File: config.mk
export PLATFORM = sky130hd
export DESIGN_NAME = keyword_aware_lexer
export DESIGN_NICKNAME = d
export VERILOG_FILES = /design/src/hw/rtl/klx_pkg.sv /design/src/hw/rtl/keyword_aware_lexer.sv /design/src/hw/rtl/klx_queue.sv /design/src/hw/rtl/klx_front.sv /design/src/hw/rtl/klx_back.sv
export SDC_FILE = /design/constraint.sdc
export NUM_CORES = 1
export LEC_CHECK = 0
export ABC_AREA = 0
export BUFFER_PORTS_ARGS = -buffer_cell sky130_fd_sc_hd__clkbuf_2
export CAP_MARGIN = 5
export CORE_MARGIN = 3
export CORE_UTILIZATION = 25
export CTS_CLUSTER_DIAMETER = 120
export DETAILED_ROUTE_END_ITERATION = 8
export PLACE_DENSITY_LB_ADDON = 0.05
export SKIP_CTS_REPAIR_TIMING = 1
export SYNTH_ARGS = -nofsm -noshare
export SYNTH_HDL_FRONTEND = slang
export SYNTH_SLANG_ARGS = --single-unit
File: constraint.sdc
create_clock -name clk -period 8.2 [get_ports clk]
set_input_delay 1.64 -clock clk [delete_from_list [all_inputs] [get_ports clk]]
set_output_delay 1.64 -clock clk [all_outputs]
set_load 0.01 [all_outputs]
File: src/hw/rtl/klx_pkg.sv
package klx_pkg;

    localparam int MAX_LEXEME = 63;
    localparam int LEN_W      = 6;
    localparam int LINE_W     = 16;
    localparam int NUM_KW     = 5;
    localparam int QDEPTH     = 4;
    localparam int QPTR_W     = 2;
    localparam int QCNT_W     = 3;

    localparam logic [7:0] CH_ASSIGN = 8'h3D;
    localparam logic [7:0] CH_PLUS   = 8'h2B;
    localparam logic [7:0] CH_SEMI   = 8'h3B;
    localparam logic [7:0] CH_LPAREN = 8'h28;
    localparam logic [7:0] CH_RPAREN = 8'h29;
    localparam logic [7:0] CH_NL     = 8'h0A;

    typedef enum logic [1:0] {
        MODE_IDLE = 2'd0,
        MODE_WORD = 2'd1,
        MODE_NUM  = 2'd2
    } mode_t;

    typedef enum logic [3:0] {
        KIND_KEYWORD = 4'd0,
        KIND_IDENT   = 4'd1,
        KIND_NUMBER  = 4'd2,
        KIND_ASSIGN  = 4'd3,
        KIND_PLUS    = 4'd4,
        KIND_SEMI    = 4'd5,
        KIND_LPAREN  = 4'd6,
        KIND_RPAREN  = 4'd7,
        KIND_UNKNOWN = 4'd8,
        KIND_EOF     = 4'd9
    } kind_t;

    // Keyword spellings, padded with zeros to eight positions
    localparam logic [7:0] KW_TEXT [NUM_KW][8] = '{
        '{8'h61, 8'h6E, 8'h6B, 8'h00, 8'h00, 8'h00, 8'h00, 8'h00},
        '{8'h62, 8'h6F, 8'h6C, 8'h00, 8'h00, 8'h00, 8'h00, 8'h00},
        '{8'h61, 8'h67, 8'h61, 8'h72, 8'h00, 8'h00, 8'h00, 8'h00},
        '{8'h6A, 8'h61, 8'h62, 8'h74, 8'h61, 8'h6B, 8'h00, 8'h00},
        '{8'h6E, 8'h61, 8'h69, 8'h74, 8'h6F, 8'h00, 8'h00, 8'h00}
    };
    localparam logic [LEN_W-1:0] KW_LEN [NUM_KW] = '{
        LEN_W'(3), LEN_W'(3), LEN_W'(4), LEN_W'(6), LEN_W'(5)
    };

    typedef struct packed {
        kind_t            kind;
        logic [2:0]       kwi;
        logic [LEN_W-1:0] len;
        logic             too_long;
        logic [7:0]       first;
    } tok_t;

    typedef struct packed {
        tok_t              tok0;
        tok_t              tok1;
        logic              two;
        logic [LINE_W-1:0] line;
    } entry_t;

    typedef struct packed {
        logic full;
        logic empty;
    } q_status_t;

    function automatic logic [NUM_KW-1:0] mask_step(input logic [NUM_KW-1:0] mask,
                                                    input logic [LEN_W-1:0] pos,
                                                    input logic [7:0] c);
        logic [NUM_KW-1:0] r;
        r = '0;
        for (int k = 0; k < NUM_KW; k++)
        begin
            r[k] = mask[k] && (pos < KW_LEN[k]) && (KW_TEXT[k][pos[2:0]] == c);
        end
        return r;
    endfunction

endpackage

File: src/hw/rtl/keyword_aware_lexer.sv
// Channel | Handshake                 | Payload
// --------+---------------------------+---------------------------------------------
// byte    | byte_valid / byte_stall   | in_byte, end_mark
// token   | token_valid / token_stall | token_kind, keyword_index, token_length,
//         |                           | too_long, token_line, first_char, last_of_run
//
// One byte is taken every cycle while the four-entry token queue has room.
// Tokens leave at one per cycle from a registered output while token_stall is low;
// a byte giving a flushed token plus its own token sends the flushed one first.
// A token passes from its byte's transfer through the queue to the registered output.
// rst_n clears the scanner, the queue and the output valid asynchronously.
// byte_stall is the queue full flag; token_stall only holds the output stage.
module keyword_aware_lexer
    import klx_pkg::*;
(
    input  logic              clk,
    input  logic              rst_n,
    input  logic              byte_valid,
    output logic              byte_stall,
    input  logic [7:0]        in_byte,
    input  logic              end_mark,
    output logic              token_valid,
    input  logic              token_stall,
    output logic [3:0]        token_kind,
    output logic [2:0]        keyword_index,
    output logic [LEN_W-1:0]  token_length,
    output logic              too_long,
    output logic [LINE_W-1:0] token_line,
    output logic [7:0]        first_char,
    output logic              last_of_run
);

    q_status_t q_status;
    entry_t    push_data, pop_data;
    logic      push, pop, accept;
    tok_t      out_tok;

    assign byte_stall = q_status.full;
    assign accept     = byte_valid && !q_status.full;

    klx_front u_front (
        .clk       (clk),
        .rst_n     (rst_n),
        .accept    (accept),
        .in_byte   (in_byte),
        .end_mark  (end_mark),
        .push      (push),
        .push_data (push_data)
    );

    klx_queue u_queue (
        .clk       (clk),
        .rst_n     (rst_n),
        .push      (push),
        .push_data (push_data),
        .pop       (pop),
        .pop_data  (pop_data),
        .status    (q_status)
    );

    klx_back u_back (
        .clk       (clk),
        .rst_n     (rst_n),
        .q_status  (q_status),
        .q_data    (pop_data),
        .q_pop     (pop),
        .out_valid (token_valid),
        .out_stall (token_stall),
        .out_tok   (out_tok),
        .out_line  (token_line),
        .out_last  (last_of_run)
    );

    assign token_kind    = 4'(out_tok.kind);
    assign keyword_index = out_tok.kwi;
    assign token_length  = out_tok.len;
    assign too_long      = out_tok.too_long;
    assign first_char    = out_tok.first;

endmodule

File: src/hw/rtl/klx_queue.sv
module klx_queue
    import klx_pkg::*;
(
    input  logic      clk,
    input  logic      rst_n,
    input  logic      push,
    input  entry_t    push_data,
    input  logic      pop,
    output entry_t    pop_data,
    output q_status_t status
);

    entry_t              slot_reg [QDEPTH];
    logic [QPTR_W-1:0]   wr_ptr_reg, wr_ptr_next;
    logic [QPTR_W-1:0]   rd_ptr_reg, rd_ptr_next;
    logic [QCNT_W-1:0]   count_reg, count_next;
    logic                do_push, do_pop;

    assign status.full  = (count_reg == QCNT_W'(QDEPTH));
    assign status.empty = (count_reg == '0);
    assign do_push      = push && !status.full;
    assign do_pop       = pop && !status.empty;
    assign pop_data     = slot_reg[rd_ptr_reg];

    always_comb
    begin
        wr_ptr_next = do_push ? wr_ptr_reg + 1'b1 : wr_ptr_reg;
        rd_ptr_next = do_pop ? rd_ptr_reg + 1'b1 : rd_ptr_reg;
        count_next  = count_reg + QCNT_W'(do_push) - QCNT_W'(do_pop);
    end

    always_ff @(posedge clk or negedge rst_n)
    begin
        if (!rst_n)
        begin
            wr_ptr_reg <= '0;
            rd_ptr_reg <= '0;
            count_reg  <= '0;
        end
        else
        begin
            wr_ptr_reg <= wr_ptr_next;
            rd_ptr_reg <= rd_ptr_next;
            count_reg  <= count_next;
        end
    end

    always_ff @(posedge clk)
    begin
        if (do_push)
        begin
            slot_reg[wr_ptr_reg] <= push_data;
        end
    end

endmodule

File: src/hw/rtl/klx_front.sv
module klx_front
    import klx_pkg::*;
(
    input  logic       clk,
    input  logic       rst_n,
    input  logic       accept,
    input  logic [7:0] in_byte,
    input  logic       end_mark,
    output logic       push,
    output entry_t     push_data
);

    mode_t              mode_reg, mode_next;
    logic [LEN_W-1:0]   count_reg, count_next;
    logic [NUM_KW-1:0]  mask_reg, mask_next;
    logic [LINE_W-1:0]  line_reg, line_next;
    logic [7:0]         first_reg, first_next;
    logic               ovf_reg, ovf_next;

    logic is_letter, is_digit, is_space, is_punct;
    logic cont_word, cont_num, cont;
    logic flush_valid, single_valid;
    tok_t flush_tok, single_tok;

    assign is_letter = (in_byte >= 8'h61 && in_byte <= 8'h7A) ||
                       (in_byte >= 8'h41 && in_byte <= 8'h5A);
    assign is_digit  = (in_byte >= 8'h30 && in_byte <= 8'h39);
    assign is_space  = (in_byte == 8'h20) || (in_byte >= 8'h09 && in_byte <= 8'h0D);
    assign is_punct  = !is_letter && !is_digit && !is_space;

    assign cont_word = (mode_reg == MODE_WORD) && (is_letter || is_digit);
    assign cont_num  = (mode_reg == MODE_NUM) && is_digit;
    assign cont      = !end_mark && (cont_word || cont_num);

    assign flush_valid  = (mode_reg != MODE_IDLE) && !cont;
    assign single_valid = end_mark || (!cont && is_punct);

    // token output side
    always_comb
    begin
        flush_tok.kind     = (mode_reg == MODE_WORD) ? KIND_IDENT : KIND_NUMBER;
        flush_tok.kwi      = '0;
        flush_tok.len      = count_reg;
        flush_tok.too_long = ovf_reg;
        flush_tok.first    = first_reg;
        if (mode_reg == MODE_WORD && !ovf_reg)
        begin
            // lowest matching keyword wins
            for (int k = NUM_KW - 1; k >= 0; k--)
            begin
                if (mask_reg[k] && KW_LEN[k] == count_reg)
                begin
                    flush_tok.kind = KIND_KEYWORD;
                    flush_tok.kwi  = 3'(k);
                end
            end
        end

        single_tok.kwi      = '0;
        single_tok.too_long = 1'b0;
        single_tok.len      = LEN_W'(1);
        single_tok.first    = in_byte;
        unique case (in_byte)
            CH_ASSIGN: single_tok.kind = KIND_ASSIGN;
            CH_PLUS:   single_tok.kind = KIND_PLUS;
            CH_SEMI:   single_tok.kind = KIND_SEMI;
            CH_LPAREN: single_tok.kind = KIND_LPAREN;
            CH_RPAREN: single_tok.kind = KIND_RPAREN;
            default:   single_tok.kind = KIND_UNKNOWN;
        endcase
        if (end_mark)
        begin
            single_tok.kind  = KIND_EOF;
            single_tok.len   = '0;
            single_tok.first = '0;
        end

        push_data.line = line_reg;
        if (flush_valid)
        begin
            push_data.tok0 = flush_tok;
            push_data.tok1 = single_tok;
            push_data.two  = single_valid;
        end
        else
        begin
            push_data.tok0 = single_tok;
            push_data.tok1 = single_tok;
            push_data.two  = 1'b0;
        end
        push = accept && (flush_valid || single_valid);
    end

    // scanner state
    always_comb
    begin
        mode_next  = mode_reg;
        count_next = count_reg;
        mask_next  = mask_reg;
        line_next  = line_reg;
        first_next = first_reg;
        ovf_next   = ovf_reg;
        if (end_mark)
        begin
            mode_next  = MODE_IDLE;
            count_next = '0;
            mask_next  = '1;
            line_next  = LINE_W'(1);
            first_next = '0;
            ovf_next   = 1'b0;
        end
        else if (cont)
        begin
            if (cont_word)
            begin
                mask_next = mask_step(mask_reg, count_reg, in_byte);
            end
            if (count_reg < LEN_W'(MAX_LEXEME))
            begin
                count_next = count_reg + 1'b1;
            end
            else
            begin
                ovf_next = 1'b1;
            end
        end
        else
        begin
            mode_next = MODE_IDLE;
            if (is_letter || is_digit)
            begin
                mode_next  = is_letter ? MODE_WORD : MODE_NUM;
                count_next = LEN_W'(1);
                first_next = in_byte;
                ovf_next   = 1'b0;
                mask_next  = is_letter ? mask_step('1, '0, in_byte) : '1;
            end
            else if (in_byte == CH_NL && line_reg != '1)
            begin
                line_next = line_reg + 1'b1;
            end
        end
    end

    always_ff @(posedge clk or negedge rst_n)
    begin
        if (!rst_n)
        begin
            mode_reg  <= MODE_IDLE;
            count_reg <= '0;
            mask_reg  <= '1;
            line_reg  <= LINE_W'(1);
            first_reg <= '0;
            ovf_reg   <= 1'b0;
        end
        else if (accept)
        begin
            mode_reg  <= mode_next;
            count_reg <= count_next;
            mask_reg  <= mask_next;
            line_reg  <= line_next;
            first_reg <= first_next;
            ovf_reg   <= ovf_next;
        end
    end

endmodule

File: src/hw/rtl/klx_back.sv
module klx_back
    import klx_pkg::*;
(
    input  logic              clk,
    input  logic              rst_n,
    input  q_status_t         q_status,
    input  entry_t            q_data,
    output logic              q_pop,
    output logic              out_valid,
    input  logic              out_stall,
    output tok_t              out_tok,
    output logic [LINE_W-1:0] out_line,
    output logic              out_last
);

    logic              out_valid_reg, out_valid_next;
    tok_t              out_tok_reg, out_tok_next;
    logic [LINE_W-1:0] out_line_reg, out_line_next;
    logic              out_last_reg, out_last_next;
    logic              hold_valid_reg, hold_valid_next;
    tok_t              hold_tok_reg, hold_tok_next;
    logic [LINE_W-1:0] hold_line_reg, hold_line_next;
    logic              slot_free;

    assign slot_free = !out_valid_reg || !out_stall;

    always_comb
    begin
        out_valid_next  = out_valid_reg;
        out_tok_next    = out_tok_reg;
        out_line_next   = out_line_reg;
        out_last_next   = out_last_reg;
        hold_valid_next = hold_valid_reg;
        hold_tok_next   = hold_tok_reg;
        hold_line_next  = hold_line_reg;
        q_pop           = 1'b0;
        if (slot_free)
        begin
            // second token of an entry goes out before the next entry
            if (hold_valid_reg)
            begin
                out_valid_next  = 1'b1;
                out_tok_next    = hold_tok_reg;
                out_line_next   = hold_line_reg;
                out_last_next   = 1'b1;
                hold_valid_next = 1'b0;
            end
            else if (!q_status.empty)
            begin
                q_pop           = 1'b1;
                out_valid_next  = 1'b1;
                out_tok_next    = q_data.tok0;
                out_line_next   = q_data.line;
                out_last_next   = !q_data.two;
                hold_valid_next = q_data.two;
                hold_tok_next   = q_data.tok1;
                hold_line_next  = q_data.line;
            end
            else
            begin
                out_valid_next = 1'b0;
            end
        end
    end

    always_ff @(posedge clk or negedge rst_n)
    begin
        if (!rst_n)
        begin
            out_valid_reg  <= 1'b0;
            hold_valid_reg <= 1'b0;
        end
        else
        begin
            out_valid_reg  <= out_valid_next;
            hold_valid_reg <= hold_valid_next;
        end
    end

    always_ff @(posedge clk)
    begin
        out_tok_reg   <= out_tok_next;
        out_line_reg  <= out_line_next;
        out_last_reg  <= out_last_next;
        hold_tok_reg  <= hold_tok_next;
        hold_line_reg <= hold_line_next;
    end

    assign out_valid = out_valid_reg;
    assign out_tok   = out_tok_reg;
    assign out_line  = out_line_reg;
    assign out_last  = out_last_reg;

endmodule

==> results of run 1 <==
final cells by class:
class / instances / area share, %
clock inverter: 18 / 0.9599
multi-input combinational: 452 / 25.10
sequential: 323 / 59.11
clock buffer: 52 / 6.657
inverter: 17 / 0.3980
timing repair buffer: 67 / 2.310
antenna: 2 / 0.03122
tap: 696 / 5.432
tightest hold or removal path: cells and delay by family, from the launching register on:
family	cells	cell delay (ns)
AND/OR/NAND/NOR	1	0.05
AO/OA/AOI/OAI	1	0.05
flip-flops	1	0.37
power by group:
group	internal [mW]	switching [mW]	total, mW
sequential	2.30	0.167	2.47
clock	1.00	0.674	1.68
combinational	0.564	0.786	1.35
total	3.87	1.63	5.49
cells in the final DEF (no fill, tap or decap), drive strengths merged, types with 9 or more instances in the layout:
| cell type | n |
|---|---|
| a21oi | 18 |
| and2 | 16 |
| buf | 14 |
| clkbuf | 105 |
| clkinv | 16 |
| dfrtp | 41 |
| edfxtp | 276 |
| ha | 14 |
| inv | 15 |
| mux2 | 45 |
| mux2i | 9 |
| mux4 | 52 |
| nand2 | 42 |
| nand3 | 16 |
| nor2 | 36 |
| nor2b | 23 |
| nor3 | 15 |
| o21ai | 30 |
routing by layer:
metal  track usage (%)  part of all wire [%]  routed length [um]
met5                 0                     0                   0
met3             3.109                   4.3                1571
met2             19.66                    45               16450
met1             18.86                    49               18070
met4             3.552                   2.1                 791
cell families after synthesis:
logic type / synth area share [%]
AO/OA/AOI/OAI: 6.006
flip-flops: 68.99
multiplexers: 12.88
adder cells (fa/ha/maj): 1.422
XOR/XNOR: 1.021
buffers and inverters: 1.850
AND/OR/NAND/NOR: 7.829
final timing paths:
check,start,endpoint,slack [ns],depth (start not counted)
min,u_front.mask_reg[0],u_front.mask_reg[0],0.48,2
max reg2reg,u_front.count_reg[2],u_front.mask_reg[3],4.65,8
max,end_mark,u_queue.slot_reg[1][60],3.89,8
max in group asynchronous,rst_n,u_queue.rd_ptr_reg[0],6.28,2
min in group asynchronous,rst_n,u_front.line_reg[7],1.28,2
min reg2reg,u_front.mask_reg[0],u_front.mask_reg[0],0.48,2
per-stage QoR:
| stage | cells | hold WS [ns] |
|---|---|---|
| final | 1627 | 0.4779 |
| after global routing | 1625 | 0.5001 |
| after CTS | 1625 | 0.4793 |
| after detailed placement | 1555 | 0.4710 |
| after global placement | 1555 | 0.4630 |
| after floorplan | 839 | 0.4428 |
==> metrics.txt, run 1 <==
result of the run=finished clean; count leader, synth=edfxtp_1; pre-CTS WS=3.278 ns; Tot GR Track Use=13.06%; crit-path max cell delay=0.61 ns; fin crit period=4.312 ns; post-route ant nets=0; multi-input logic area=approximately 4000 um2; die height=240.3 um; Seq/Total Area, Yosys=68.99%; area share of the largest cell type after synthesis=between 60 and 70%; RSZ-0062 raised after global routing=no; largest net degree at the start of global routing=54; Max Root-Sink Buffers=3; layout cells sized above 1=25.73%; Critical Path RT=8.39 ns; clk_skew=approximately 0.012 ns; Hold Path Class=reg -> reg; drt drc=0; first-pass GRT wire length=55230 um; area grow syn2layout=16.79%; # IOs=54; clock sink count=323; CTS tree=yes; RePlAce Congestion=0.7579; CTS H-tree depth=2; cell taking the most area after synthesis=edfxtp_1; Post-synth EDFFs=approximately 280; Cells after Synth=839; drt first-iter violations=~450; Seq. cell area=9478 um2; Yosys warnings=0; CTS root buf=clkbuf_16; library cells used by synthesis=approximately 70; 1st-pass router iterations=4; Netlist Area Pre-Place=13730 um2; crit path buf inv count=2; Startpoint Class=input pin; number of synthesized register bits=323; setup_tns=0 ns; Syn Area/Cell=16.36 um2; Fin. Hold Viols=0; Critical Path Fanout Max=45; Reg clk slew, reported paths=roughly 0.060 ns; Worst path slowest cell=nor2b_1; Site Rows=85; Least-Margin Pin Slew=1.076 ns; Die W=~240 um; DP HPWL=22380 um; crit-path cells=clkbuf_2 > nor2b_1 > o311ai_0 > a22oi_1 > o21ai_0 > a31o_2 > and2_2 > buf_4; Commonest cells post-synth=276 x edfxtp_1, 52 x mux4_2, 42 x mux2_2, 42 x nand2_1, 41 x dfrtp_1; Setup crit end kind=flip-flop; Area after DPL=14810 um2; fill count=5419; CORE AREA=54030 um2; worst setup margin=3.888 ns; max frequency=231.9 MHz; total grt overflow=0; CTS Buf Count=40; top post-synthesis cells by area=edfxtp_1 60%, mux4_2 8.5%, dfrtp_1 7.5%; Async SR Flop Fraction=14.55%; wirelength, routed=36880 um; WS Path Type=in -> reg; critical path's top delay family=compound AO/OA/AOI/OAI gates; Setup violations, final=0; Total Power=between 5 and 6 mW; syn_nets=867; Initial Utilization=between 20% and 30%; Leakage=5.524 nW; vias in the first global route=7935; power per cell area=342.7 nW/um2; detailed-route wire length per cell=~23 um; Nets=between 900 and 1000; max-cap viol count=0; slew margin rel.=27.85%; fin crit share=between 50% and 60%; max FFs per register=roughly 210; Design Area, Final=16030 um2; Synth Flop Type=edfxtp_1; post-layout util=29.68%; Max Slew Vio Count=0; CP Data Arrival Time=4.50 ns; die area=57760 um2; buffers added on ports=53; initial antenna violation count=0; DR vias/cell=4.589; vias=7467; Peak supply drop=0.1392 mV; Clk Latency, worst-skew pair=between 0.5 and 0.6 ns
(Power assumes the default switching activity.)
==> inputs of run 2 (changes only) <==
ABC_AREA = 1   (was 0)
clock period = 4.2 ns   (was 8.2 ns; I/O delays follow)
==> run 2 against run 1 <==
Against the previous run:
- core utilization increased by 0.28 points
- sequential share of layout area decreased by 1.0 points
- global-route usage up 0.42 points
- sequential power up 100%
- cell area rose by 1.7%
- via count rose by 23%
- power grew 110%
- setup slack lost 2.5 ns
- register-to-register slack got worse by 3.0 ns
- synthesized area up 1.3%
- final cell count rose by 29%
- largest cell class unchanged
- highest routed layer unchanged
==> metrics.txt, run 2 <==
result of the run=finished clean (unchanged); 1st-pass router iterations=5 (was 4); Tot GR Track Use=13.48% (was 13.06%); fin crit share=between 60 and 70%; Area after DPL=15100 um2 (was 14810 um2); post-layout util=29.95% (was 29.68%); # IOs=54 (unchanged); CTS Buf Count=39 (was 40); CTS tree=yes (unchanged); Peak supply drop=0.2673 mV (was 0.1392 mV); WS Path Type=in -> reg (unchanged); CP Data Arrival Time=3.27 ns (was 4.50 ns); CORE AREA=54450 um2 (was 54030 um2); layout cells sized above 1=12.91% (was 25.73%); Nets=1353 (was 929); syn_nets=1293 (was 867); Syn Area/Cell=11.00 um2 (was 16.36 um2); Fin. Hold Viols=0 (unchanged); Leakage=6.050 nW (was 5.524 nW); Hold Path Class=in -> async (was reg -> reg); Setup violations, final=0 (unchanged); vias in the first global route=9115 (was 7935); commonest non-fill, non-tap cell in the layout=edfxtp_1 (unchanged); Max Slew Vio Count=0 (unchanged); count leader, synth=edfxtp_1 (unchanged); CTS root buf=clkbuf_16 (unchanged); drt first-iter violations=516 (was 446); Die W=241.9 um (was 240.3 um); max-cap viol count=0 (unchanged); met2 Use GR=19.26% (was 19.66%); Async SR Flop Fraction=14.55% (unchanged); GRT met1 Usage=20.86% (was 18.86%); Seq/Total Area, Yosys=68.09% (was 68.99%); DP HPWL=24120 um (was 22380 um); pre-CTS WS=0.8661 ns (was 3.278 ns); die height=241.9 um (was 240.3 um); detailed-route wire length per cell=18.85 um (was 22.67 um); M3 GR Usage=2.326% (was 3.109%); library cells used by synthesis=45 (was 71); Least-Margin Pin Slew=0.9901 ns (was 1.076 ns); clock sink count=323 (unchanged); clk_skew=0.01953 ns (was 0.01195 ns); Total Power=11.28 mW (was 5.494 mW); post-route ant nets=0 (unchanged); Synth Flop Type=edfxtp_1 (unchanged); power per cell area=691.8 nW/um2 (was 342.7 nW/um2); top post-synthesis cells by area=edfxtp_1 60%, dfrtp_1 7.4%, nor2_1 6.6% (was edfxtp_1 60%, mux4_2 8.5%, dfrtp_1 7.5%); Yosys warnings=0 (unchanged); buffers added on ports=53 (unchanged); busiest grt layer=met1 (was met2); Design Area, Final=16310 um2 (was 16030 um2); Commonest cells post-synth=276 x edfxtp_1, 245 x nor2_1, 218 x nand2_1 (was 276 x edfxtp_1, 52 x mux4_2, 42 x mux2_2, 42 x nand2_1, 41 x dfrtp_1); Post-synth EDFFs=276 (unchanged); Max Root-Sink Buffers=3 (unchanged); die area=58500 um2 (was 57760 um2); Reg clk slew, reported paths=0.06 ns (about the same); largest net degree at the start of global routing=79 (was 54); number of synthesized register bits=323 (unchanged); Initial Utilization=25.54% (was 25.41%); Clk Latency, worst-skew pair=0.55 ns (was 0.54 ns); vias=9174 (was 7467); area grow syn2layout=17.25% (was 16.79%); initial antenna violation count=0 (unchanged); Cells after Synth=1265 (was 839); RePlAce Congestion=0.8443 (was 0.7579); total grt overflow=0 (unchanged); first-pass GRT wire length=60100 um (was 55230 um); Setup crit end kind=flip-flop (unchanged); RSZ-0062 raised after global routing=no (unchanged); CTS H-tree depth=2 (unchanged); worst setup margin=1.415 ns (was 3.888 ns); area share of the largest cell type after synthesis=59.58% (was 60.37%); cell taking the most area after synthesis=edfxtp_1 (unchanged); drt drc=0 (unchanged); DR vias/cell=4.379 (was 4.589); Startpoint Class=input pin (unchanged); n_diodes=0 (was 2); most frequent cells in the layout=276 x edfxtp_1, 241 x nor2_1, 218 x nand2_1 (was 276 x edfxtp_1, 53 x clkbuf_2, 52 x mux4_2); wirelength, routed=39500 um (was 36880 um); Netlist Area Pre-Place=13910 um2 (was 13730 um2); max frequency=359.0 MHz; Critical Path RT=4.69 ns (was 8.39 ns); Site Rows=85 (unchanged); max FFs per register=208 (unchanged); Critical Path Fanout Max=10 (was 45); fin crit period=2.785 ns; setup_tns=0 ns (unchanged); slew margin rel.=33.99% (was 27.85%); fill count=5656 (was 5419)
-- run 2: cells by family after synthesis --
logic type	after synthesis	share of synthesized area, %
fa+ha+maj	15	1.403
simple gates	560	16.71
compound gates	211	8.420
xor+xnor	24	1.511
flops	323	68.09
buf+inv	132	3.859
-- run 2: final timing paths --
| kind | startpoint | endpoint | slack (ns) | cells after the start |
|---|---|---|---|---|
| setup / recovery | in_byte[1] | u_queue.count_reg[1] | 1.41 | 19 |
| hold / removal | rst_n | u_front.mode_reg[1] | 0.44 | 1 |
| setup reg to reg | u_front.line_reg[0] | u_front.line_reg[0] | 1.67 | 9 |
| hold reg to reg | u_front.mask_reg[3] | u_front.mask_reg[3] | 0.49 | 2 |
| max in group asynchronous | rst_n | u_front.mask_reg[3] | 2.91 | 2 |
| min in group clk | u_front.mask_reg[3] | u_front.mask_reg[3] | 0.49 | 2 |
-- run 2: cell type report --
cell class                      instances  area [um2]  share of cell area, %
Tap cell                              739       924.6                  5.669
Sequential cell                       323        9477                  58.11
Multi-Input combinational cell        810        3931                  24.10
Timing Repair Buffer                   76       488.0                  2.992
Inverter                               75       284.0                  1.741
Clock buffer                           55        1067                  6.544
Clock inverter                         17       137.6                 0.8439
-- run 2: metal layers --
layer | vias to the layer above | part of all wire, %
li1 | 4499 | -
met1 | 4466 | 53
met2 | 157 | 41
met3 | 52 | 3.4
met4 | 0 | 1.9
met5 | - | 0
-- run 2: power by group --
group	total, mW	internal [mW]	switching, mW
Sequential	4.94	4.60	0.343
Clock	3.22	1.90	1.33
Combinational	3.12	0.896	2.22
Total	11.3	7.39	3.89
-- run 2: worst max-delay path, cell delays in order --
cell      delay, ns
clkbuf_2       0.21
inv_4          0.14
nand2_1        0.08
nor2_1         0.10
nand2_1        0.05
nand2_1        0.14
nand2_2        0.09
nand2_2        0.09
nand2_4        0.07
nand2_2        0.17
nand2_4        0.14
nand2_4        0.09
nand2_2        0.06
nand2_2        0.23
inv_2          0.05
ha_1           0.19
inv_1          0.06
fa_1           0.40
inv_1          0.06
-- run 2: metrics by stage --
stage	hold WS (ns)	cells
global route	0.5096	2095
detailed placement	0.4778	2023
floorplan	0.4391	1265
finish	0.4365	2095
global placement	0.4705	2023
CTS	0.4680	2095
